**config.mk**
```make
export PLATFORM = sky130hd
export DESIGN_NAME = mod_prime_pow_unit
export DESIGN_NICKNAME = d
export VERILOG_FILES = /design/src/hw/rtl/mpp_pkg.sv /design/src/hw/rtl/mpp_mulmod.sv /design/src/hw/rtl/mpp_seq.sv /design/src/hw/rtl/mod_prime_pow_unit.sv
export SDC_FILE = /design/constraint.sdc
export NUM_CORES = 2
export LEC_CHECK = 0
export ABC_AREA = 1
export ABC_CLOCK_PERIOD_IN_PS = 8630
export BUFFER_PORTS_ARGS = -buffer_cell sky130_fd_sc_hd__buf_2
export CAP_MARGIN = 10
export CORE_ASPECT_RATIO = 2
export CORE_MARGIN = 2
export CORE_UTILIZATION = 65
export DETAILED_ROUTE_END_ITERATION = 10
export GPL_ROUTABILITY_DRIVEN = 0
export MAX_ROUTING_LAYER = met4
export PLACE_DENSITY_LB_ADDON = 0.3
export SYNTH_ARGS = -nofsm -noshare
export SYNTH_HDL_FRONTEND = slang
export SYNTH_SLANG_ARGS = --single-unit
```
**constraint.sdc**
```tcl
create_clock -name clk -period 8.63 [get_ports clk]
set_input_delay 1.2945 -clock clk [delete_from_list [all_inputs] [get_ports clk]]
set_output_delay 1.2945 -clock clk [all_outputs]
set_load 0.1 [all_outputs]
```
**src/hw/rtl/mpp_pkg.sv**
```systemverilog
// ----------------------------------------------------------------------------
// mpp_pkg: shared types and constants for the modular power unit
// Holds the prime, the Barrett constant, the operation tags of the shared
// multiplier, the sequencer states and the structs between the modules.
// ----------------------------------------------------------------------------
package mpp_pkg;

  // The prime modulus 1000000007 and its multiples used in the final correction.
  localparam logic [29:0] P_PRIME = 30'd1000000007;
  localparam logic [31:0] P_PRIME_W = 32'd1000000007;
  localparam logic [31:0] P_TWICE = 32'd2000000014;

  // Barrett constant floor(2^60 / P_PRIME).
  localparam logic [30:0] BARRETT_MU = 31'd1152921496;

  // Operation carried alongside each multiplication through the pipeline.
  typedef enum logic [1:0] {
    OP_RED,
    OP_ACC,
    OP_SQR
  } op_t;

  typedef enum logic [2:0] {
    S_IDLE,
    S_RED,
    S_RED_WAIT,
    S_ACC,
    S_SQR,
    S_WAIT,
    S_DONE
  } state_t;

  typedef struct packed {
    logic        vld;
    op_t         op;
    logic [31:0] a;
    logic [29:0] b;
  } mm_req_t;

  typedef struct packed {
    logic        vld;
    op_t         op;
    logic [29:0] res;
  } mm_rsp_t;

  typedef struct packed {
    logic        vld;
    logic [29:0] power;
  } done_t;

endpackage

```
**src/hw/rtl/mpp_mulmod.sv**
```systemverilog
// ----------------------------------------------------------------------------
// mpp_mulmod: pipelined modular multiplier
// Computes a * b mod P_PRIME with Barrett reduction in five register stages.
// The product must stay below 2^60.
// ----------------------------------------------------------------------------
module mpp_mulmod (
  input  logic             clk,
  input  logic             rst_n,
  input  mpp_pkg::mm_req_t req,
  output mpp_pkg::mm_rsp_t rsp
);

  logic [4:0]       vld_r;
  mpp_pkg::op_t     op_r [5];

  logic [59:0]      prod_r;
  logic [30:0]      q_r;
  logic [31:0]      xlo2_r;
  logic [31:0]      xlo3_r;
  logic [31:0]      qp_r;
  logic [31:0]      rem_r;
  logic [29:0]      res_r;

  logic [61:0]      prod_full;
  logic [61:0]      q_full;
  logic [60:0]      qp_full;
  logic [31:0]      rem_fix;

  assign prod_full = 62'(req.a) * 62'(req.b);
  assign q_full    = 62'(prod_r[59:29]) * 62'(mpp_pkg::BARRETT_MU);
  assign qp_full   = 61'(q_r) * 61'(mpp_pkg::P_PRIME);

  // The Barrett estimate leaves a remainder below three times the prime.
  always_comb begin
    if (rem_r >= mpp_pkg::P_TWICE) begin
      rem_fix = rem_r - mpp_pkg::P_TWICE;
    end else if (rem_r >= mpp_pkg::P_PRIME_W) begin
      rem_fix = rem_r - mpp_pkg::P_PRIME_W;
    end else begin
      rem_fix = rem_r;
    end
  end

  always_ff @(posedge clk) begin
    if (!rst_n) begin
      vld_r <= '0;
    end else begin
      vld_r <= {vld_r[3:0], req.vld};
    end
  end

  always_ff @(posedge clk) begin
    op_r[0] <= req.op;
    op_r[1] <= op_r[0];
    op_r[2] <= op_r[1];
    op_r[3] <= op_r[2];
    op_r[4] <= op_r[3];
    prod_r  <= prod_full[59:0];
    q_r     <= q_full[61:31];
    xlo2_r  <= prod_r[31:0];
    qp_r    <= qp_full[31:0];
    xlo3_r  <= xlo2_r;
    rem_r   <= xlo3_r - qp_r;
    res_r   <= rem_fix[29:0];
  end

  assign rsp.vld = vld_r[4];
  assign rsp.op  = op_r[4];
  assign rsp.res = res_r;

endmodule

```
**src/hw/rtl/mpp_seq.sv**
```systemverilog
// ----------------------------------------------------------------------------
// mpp_seq: square-and-multiply sequencer
// Holds the running power and product, walks the exponent from its low bit
// and issues multiplications to the shared modular multiplier.
// ----------------------------------------------------------------------------
module mpp_seq #(
  parameter int SCAN_BITS = 32
) (
  input  logic             clk,
  input  logic             rst_n,
  input  logic             in_vld,
  output logic             in_rdy,
  input  logic [31:0]      in_base,
  input  logic [31:0]      in_exponent,
  input  logic             out_free,
  output mpp_pkg::done_t   done,
  output mpp_pkg::mm_req_t req,
  input  mpp_pkg::mm_rsp_t rsp
);

  mpp_pkg::state_t        state_r;
  mpp_pkg::state_t        state_nxt;

  logic [31:0]            base_r;
  logic [31:0]            base_nxt;
  logic [SCAN_BITS-1:0]   exp_r;
  logic [SCAN_BITS-1:0]   exp_nxt;
  logic [SCAN_BITS-1:0]   exp_shift;
  logic [29:0]            acc_r;
  logic [29:0]            acc_nxt;
  logic [29:0]            sq_r;
  logic [29:0]            sq_nxt;

  logic                   accept;
  logic                   red_done;
  logic                   acc_done;
  logic                   sqr_done;

  assign accept    = in_vld && in_rdy;
  assign red_done  = rsp.vld && (rsp.op == mpp_pkg::OP_RED);
  assign acc_done  = rsp.vld && (rsp.op == mpp_pkg::OP_ACC);
  assign sqr_done  = rsp.vld && (rsp.op == mpp_pkg::OP_SQR);
  assign exp_shift = exp_r >> 1;

  always_comb begin
    state_nxt = state_r;
    case (state_r)
      mpp_pkg::S_IDLE: begin
        if (in_vld) begin
          state_nxt = mpp_pkg::S_RED;
        end
      end
      mpp_pkg::S_RED: begin
        state_nxt = mpp_pkg::S_RED_WAIT;
      end
      mpp_pkg::S_RED_WAIT: begin
        if (red_done) begin
          if (exp_r == '0) begin
            state_nxt = mpp_pkg::S_DONE;
          end else if (exp_r[0]) begin
            state_nxt = mpp_pkg::S_ACC;
          end else begin
            state_nxt = mpp_pkg::S_SQR;
          end
        end
      end
      mpp_pkg::S_ACC: begin
        state_nxt = mpp_pkg::S_SQR;
      end
      mpp_pkg::S_SQR: begin
        state_nxt = mpp_pkg::S_WAIT;
      end
      mpp_pkg::S_WAIT: begin
        // Stop as soon as no set bit is left; later rounds cannot change the product.
        if (sqr_done) begin
          if (exp_shift == '0) begin
            state_nxt = mpp_pkg::S_DONE;
          end else if (exp_shift[0]) begin
            state_nxt = mpp_pkg::S_ACC;
          end else begin
            state_nxt = mpp_pkg::S_SQR;
          end
        end
      end
      mpp_pkg::S_DONE: begin
        if (out_free) begin
          state_nxt = mpp_pkg::S_IDLE;
        end
      end
      default: begin
        state_nxt = mpp_pkg::S_IDLE;
      end
    endcase
  end

  always_comb begin
    in_rdy     = 1'b0;
    req.vld    = 1'b0;
    req.op     = mpp_pkg::OP_RED;
    req.a      = base_r;
    req.b      = 30'd1;
    done.vld   = 1'b0;
    done.power = acc_r;
    case (state_r)
      mpp_pkg::S_IDLE: begin
        in_rdy = 1'b1;
      end
      mpp_pkg::S_RED: begin
        req.vld = 1'b1;
      end
      mpp_pkg::S_ACC: begin
        req.vld = 1'b1;
        req.op  = mpp_pkg::OP_ACC;
        req.a   = {2'b00, acc_r};
        req.b   = sq_r;
      end
      mpp_pkg::S_SQR: begin
        req.vld = 1'b1;
        req.op  = mpp_pkg::OP_SQR;
        req.a   = {2'b00, sq_r};
        req.b   = sq_r;
      end
      mpp_pkg::S_DONE: begin
        done.vld = 1'b1;
      end
      default: begin
        in_rdy = 1'b0;
      end
    endcase
  end

  always_comb begin
    base_nxt = accept ? in_base : base_r;

    exp_nxt = exp_r;
    if (accept) begin
      exp_nxt = in_exponent[SCAN_BITS-1:0];
    end else if (sqr_done) begin
      exp_nxt = exp_shift;
    end

    sq_nxt = sq_r;
    if (red_done || sqr_done) begin
      sq_nxt = rsp.res;
    end

    acc_nxt = acc_r;
    if (red_done) begin
      acc_nxt = 30'd1;
    end else if (acc_done) begin
      acc_nxt = rsp.res;
    end
  end

  always_ff @(posedge clk) begin
    if (!rst_n) begin
      state_r <= mpp_pkg::S_IDLE;
    end else begin
      state_r <= state_nxt;
    end
  end

  always_ff @(posedge clk) begin
    base_r <= base_nxt;
    exp_r  <= exp_nxt;
    sq_r   <= sq_nxt;
    acc_r  <= acc_nxt;
  end

endmodule

```
**src/hw/rtl/mod_prime_pow_unit.sv**
```systemverilog
// ----------------------------------------------------------------------------
// mod_prime_pow_unit: modular power modulo 1000000007
// Returns base to the exponent modulo the prime by square-and-multiply on
// one shared pipelined modular multiplier.
// ----------------------------------------------------------------------------
// The input channel takes one word holding a base and an exponent. The
// result channel gives one word holding the power, always below the prime.
// Every input word yields exactly one result word, in order.
// The base is first reduced through the multiplier, then each exponent bit
// from the lowest one costs a square, plus a multiply into the product when
// the bit is set. Scanning stops after the highest set bit.
// Each multiplication passes through the multiplier pipeline, and a round
// waits for its square to return; a round with a set bit issues its multiply
// into the product before the square. The time a word occupies the block
// grows with the position of the highest set exponent bit and with the number
// of set bits, so an all-ones exponent takes the longest while the receiver
// does not stall.
// The block takes one word at a time: in_tready is high only while it idles.
// A finished result waits in an output register, and a new word is taken while
// it waits. If the receiver still stalls when the next result is ready, the
// sequencer holds that result until the register frees up.
// Reset clears the sequencer state, the multiplier valid bits and the output valid bit.
// ----------------------------------------------------------------------------
module mod_prime_pow_unit #(
  parameter int EXP_BITS = 32
) (
  input  logic        clk,
  input  logic        rst_n,
  input  logic        in_tvalid,
  output logic        in_tready,
  input  logic [63:0] in_tdata,   // [31:0] base, [63:32] exponent
  output logic        out_tvalid,
  input  logic        out_tready,
  output logic [31:0] out_tdata   // [29:0] power, [31:30] zero
);

  // Exponent bits that are scanned; bits above the field are ignored.
  localparam int SCAN_BITS = (EXP_BITS < 32) ? EXP_BITS : 32;

  mpp_pkg::mm_req_t mm_req;
  mpp_pkg::mm_rsp_t mm_rsp;
  mpp_pkg::done_t   done;

  logic             out_vld_r;
  logic [29:0]      out_power_r;
  logic             out_free;
  logic             out_load;

  // The output register can take a result when empty or when emptied this cycle.
  assign out_free = !out_vld_r || out_tready;
  assign out_load = done.vld && out_free;

  mpp_seq #(
    .SCAN_BITS(SCAN_BITS)
  ) u_seq (
    .clk        (clk),
    .rst_n      (rst_n),
    .in_vld     (in_tvalid),
    .in_rdy     (in_tready),
    .in_base    (in_tdata[31:0]),
    .in_exponent(in_tdata[63:32]),
    .out_free   (out_free),
    .done       (done),
    .req        (mm_req),
    .rsp        (mm_rsp)
  );

  mpp_mulmod u_mulmod (
    .clk  (clk),
    .rst_n(rst_n),
    .req  (mm_req),
    .rsp  (mm_rsp)
  );

  always_ff @(posedge clk) begin
    if (!rst_n) begin
      out_vld_r <= 1'b0;
    end else if (out_load) begin
      out_vld_r <= 1'b1;
    end else if (out_tready) begin
      out_vld_r <= 1'b0;
    end
  end

  always_ff @(posedge clk) begin
    if (out_load) begin
      out_power_r <= done.power;
    end
  end

  assign out_tvalid = out_vld_r;
  assign out_tdata  = {2'b00, out_power_r};

  // A delivered power is always fully reduced.
  a_power_reduced: assert property (@(posedge clk) disable iff (!rst_n)
    out_tvalid |-> (out_tdata[29:0] < mpp_pkg::P_PRIME))
    else $error("power not reduced below the prime");

  // Once a word is taken, the block is busy in the next cycle.
  a_busy_after_accept: assert property (@(posedge clk) disable iff (!rst_n)
    (in_tvalid && in_tready) |=> !in_tready)
    else $error("block ready again right after taking a word");

  // The multiplier only answers while a word is being worked on.
  a_rsp_only_busy: assert property (@(posedge clk) disable iff (!rst_n)
    mm_rsp.vld |-> !in_tready)
    else $error("multiplier response while idle");

  // A result leaves the sequencer only into a free output register.
  a_load_free: assert property (@(posedge clk) disable iff (!rst_n)
    (out_vld_r && !out_tready && done.vld) |=> done.vld)
    else $error("result dropped while output stalled");

endmodule
```
==> impl_metrics.yaml, run 1 <==
synthesis:
  synthFlopType: "dfxtp_1"
  async_flop_share_pct: 0
  synth_cells: 8336
  synth_cell_types: 56
  yosys_register_bits: 422
  synth_edf_count: 124
  yosys_warnings: 0
  synthesis.area_um2: 70000
  netlist.area_leader.share_pct: 36.6
  synth_area_per_cell_um2: 8.40
  synth-seq-area-share_pct: 13.8
  synthTopCellsByArea: "fa_1 37%, ha_1 14%, inv_1 12%, dfxtp_1 8.5%, nand2_1 8.5%"
  yosysTopAreaCell: "fa_1"
die:
  fp.dieW_um: 236
  die_y_um: 468
  io_pins: 102
  start_util_pct: 65.4
  num_rows: 170
cts:
  clock_path_buffers: 3
  numCtsBuffers: 37
  ctsResizeCount: 0
  clock_sinks: 422
  root_buffer: "clkbuf_16"
  post_cts_buffers: 0
  cts_hold_buf: 0
  cts_max_level: 2
placed_design:
  place.detailed.hpwl_um: 210000
  place_ws_ns: 0.306
  numPortBuffers: 99
run_status:
  status: "stopped before the end"
  error_line: "[ERROR GRT-0116] Global routing finished with congestion. Check the congestion regions in the DRC Viewer."
  failing_step: "global routing (5_1_grt)"
global_route:
  grt_pass1_vias: 68000
  grt_first_pass_wirelength_um: 422000
  grt_overflow: 81
  grt_use_total_pct: 54.4
  grt_start_max_net_pins: 77
==> cell usage after synthesis (36+ instances only) <==
cell      count
nand3_1     175
xor2_1      125
nor3_1       48
clkbuf_1     67
o21ai_0     222
edfxtp_1    124
nor2_1      629
nand2_1    1588
fa_1       1279
nand4_1      40
ha_1        783
inv_1      2232
dfxtp_1     298
buf_2        92
a21oi_1     266
o21bai_1     36
==> through the flow <==
stage          area [um2]  cells  util [%]  hold WS (ns)
2_1_floorplan       70200   8391         -         0.310
3_3_place_gp        73700   9932      68.9         0.310
3_5_place_dp        73700   9932      68.9         0.312
4_1_cts             75000  10000      70.1         0.321
==> metal layers <==
metal	overflow	track usage, %
met5	-	-
met1	0	50.2
met4	38	56.5
met2	43	78.4
met3	0	27.7
==> cell families after synthesis <==
family                     synth area share (%)
AOI/OAI and AO/OA                          5.49
adders and majority gates                  50.6
and+or+nand+nor                            14.7
DFF                                        13.8
xor gates and xnor gates                   1.98
other                                    0.0107
buffers and inverters                      13.4
==> run 2: changes to the inputs <==
--- a/config.mk
+++ b/config.mk
@@ -9,13 +9,11 @@
 export ABC_CLOCK_PERIOD_IN_PS = 8630
 export BUFFER_PORTS_ARGS = -buffer_cell sky130_fd_sc_hd__buf_2
 export CAP_MARGIN = 10
-export CORE_ASPECT_RATIO = 2
 export CORE_MARGIN = 2
-export CORE_UTILIZATION = 65
+export CORE_UTILIZATION = 40
 export DETAILED_ROUTE_END_ITERATION = 10
 export GPL_ROUTABILITY_DRIVEN = 0
-export MAX_ROUTING_LAYER = met4
-export PLACE_DENSITY_LB_ADDON = 0.3
+export PLACE_DENSITY_LB_ADDON = 0.15
 export SYNTH_ARGS = -nofsm -noshare
 export SYNTH_HDL_FRONTEND = slang
 export SYNTH_SLANG_ARGS = --single-unit
==> run 2 against run 1 <==
  * Synthesized area is the same
  * The run now ends clean
  * Synthesized cell count is the same
==> impl_metrics.yaml, run 2 <==
run_status:
  status: "completed"
detailed_routing:
  drtIter0Drc: 4521
  top_layer: "met5"
  wl_um: 253000
  wl_met2_um: 115000
  drt-pass1-iter-count: 7
  ant_nets: 0
  wl_met3_um: 20000
  met1Wirelength_um: 103000
  via_per_inst: 5.06
  vias: 56000
  drc: 0
  routedWlPerCell_um: 22.8
synthesis:
  yosys_register_bits: 422
  synthXorXnorAreaFrac_pct: 1.98
  synth_cells: 8336
  synthesis.area_um2: 70000
  synth_edf_count: 124
  synthSimpleGateAreaFrac_pct: 14.7
  netlist.area_leader.share_pct: 36.6
  yosysTopAreaCell: "fa_1"
  synth_top_family_by_area: "adder cells"
  synth.most_common_cell: "inv_1"
  yosys_warnings: 0
  synth-adder-area-share_pct: 50.6
  yosys-top-cells-count: "2232 x inv_1, 1588 x nand2_1, 1279 x fa_1"
  synth_area_per_cell_um2: 8.40
  synthTopCellsByArea: "fa_1 37%, ha_1 14%, inv_1 12%, dfxtp_1 8.5%, nand2_1 8.5%"
  synth_cell_types: 56
  synthFlopType: "dfxtp_1"
  synth-seq-area-share_pct: 13.8
  synth_compound_area_share_pct: 5.49
  async_flop_share_pct: 0
  synth.area.mux_share_pct: 0
timing:
  fin_crit_sh_pct: 98.1
  slew_viol_final: 0
  setup_violations: 0
  worst_clock_skew_ns: 0.0651
  grt_setup_unrepaired: "true"
  worst_slack_ns: 0.164
  slew_headroom_pct: 28.7
  finalCriticalPeriod_ns: 8.47
  fmax_mhz: 118
  worstMarginPinSlew_ns: 1.07
  hold_violations: 0
  fin_tns_setup_ns: 0
cts:
  root_buffer: "clkbuf_16"
  path_clk_slew_ns: 0.07
  clock_latency_ns: 0.72
  numCtsBuffers: 49
  cts_tree: "done"
  cts_hold_buf: 0
  clock_sinks: 422
  clock_path_buffers: 3
  cts_max_level: 2
global_route:
  grt_overflow: 0
  grt_pass1_vias: 58200
  grt_start_max_net_pins: 60
  grt_use_total_pct: 28.6
  grt_first_pass_wirelength_um: 377000
  antenna_found_initial: 11
worst_setup_path:
  setup.worst_path.class: "reg2reg"
  cp_max_fo: 18
  setup.worst_path.start_class: "flop"
  reg2reg_depth: 31
  worstPathArrival_ns: 9.00
  end_kind: "flop"
  max_stage_delay_ns: 0.55
  critPathRequiredTime_ns: 9.17
  crit_slowest_cell: "fa_1"
die:
  core-area_um2: 174000
  dieArea_um2: 178000
  io_pins: 102
  die_y_um: 422
  num_rows: 153
  fp.dieW_um: 422
  start_util_pct: 40.3
cells_and_area:
  final_layout_size_suffix_gt1_share_pct: 6.97
  layout_commonest_cell: "inv_1"
  final_cell_area_um2: 77400
  regMostFlops: "u_mulmod.prod_r"
  fill_cells: 17600
  fin_util_pct: 44.5
  nNetsFinal: 10800
  final_cell_mix: "2232 x inv_1, 1588 x nand2_1, 1279 x fa_1"
  largest_reg_flops: 60
  syn2layout_area_growth_pct: 10.5
placed_design:
  place_ws_ns: 0.215
  place_area_um2: 75600
  numPortBuffers: 99
  place.detailed.hpwl_um: 217000
worst_hold_path:
  hold_path.class: "reg2reg"
  min_path_cells: 0
flow_run:
  max-cap-violations: 0
-- run 2: cell counts after synthesis --
Identical to the previous run, type by type.
-- run 2: area by class of cell --
class	count	area, um2	share of cell area [%]
antenna	4	10.0	0.0129
clock buffer	60	1340	1.73
clock inverter	32	408	0.527
inverter	2253	8460	10.9
multi-input combinational	5528	51300	66.3
sequential	422	9690	12.5
tap	2325	2910	3.76
timing repair buffer	444	3240	4.18
-- run 2: timing repair --
item,CTS,global route
endpoints found under the setup margin,0,16
buffers inserted,0,2
resized for setup,0,6
-- run 2: path summary, 6_finish.rpt --
kind	from	to	slack [ns]
worst min register to register	u_mulmod.prod_r[9]$_DFF_P_	u_mulmod.xlo2_r[9]$_DFF_P_	0.31
worst min-delay path	u_mulmod.prod_r[9]$_DFF_P_	u_mulmod.xlo2_r[9]$_DFF_P_	0.31
worst max register to register	u_seq.state_r[0]$_SDFFE_PN0P_	u_mulmod.prod_r[29]$_DFF_P_	0.16
worst max-delay path	u_seq.state_r[0]$_SDFFE_PN0P_	u_mulmod.prod_r[29]$_DFF_P_	0.16
-- run 2: metrics by stage --
step	instances	hold slack, ns
3_5_place_dp	11000	0.312
2_1_floorplan	8391	0.310
5_1_grt	11100	0.328
3_3_place_gp	11000	0.310
4_1_cts	11100	0.312
6_report	11100	0.312
-- run 2: worst max-delay path: cells and delay by family (launching register included) --
family / cells / cell delay [ns]
AO/OA/AOI/OAI: 3 / 0.81
XOR/XNOR: 1 / 0.40
adder cells (fa/ha/maj): 9 / 3.84
buffers and inverters: 11 / 1.62
flip-flops: 1 / 0.34
AND/OR/NAND/NOR: 7 / 1.26
-- run 2: logic make-up after synthesis --
| family | Yosys count |
|---|---|
| compound gates | 687 |
| xor+xnor | 158 |
| fa+ha+maj | 2062 |
| buf+inv | 2441 |
| flops | 422 |
| other cells | 2 |
| simple gates | 2564 |
-- run 2: layer usage --
layer / vias up / track usage, %
li1: 25500 / -
met1: 27800 / 37.3
met2: 2233 / 46.0
met3: 507 / 5.55
met4: 12 / 13.1
met5: - / 0
Power of run 2 is not shown: default switching activity piles up to over one toggle a cycle in this logic, so the estimate is an artifact.
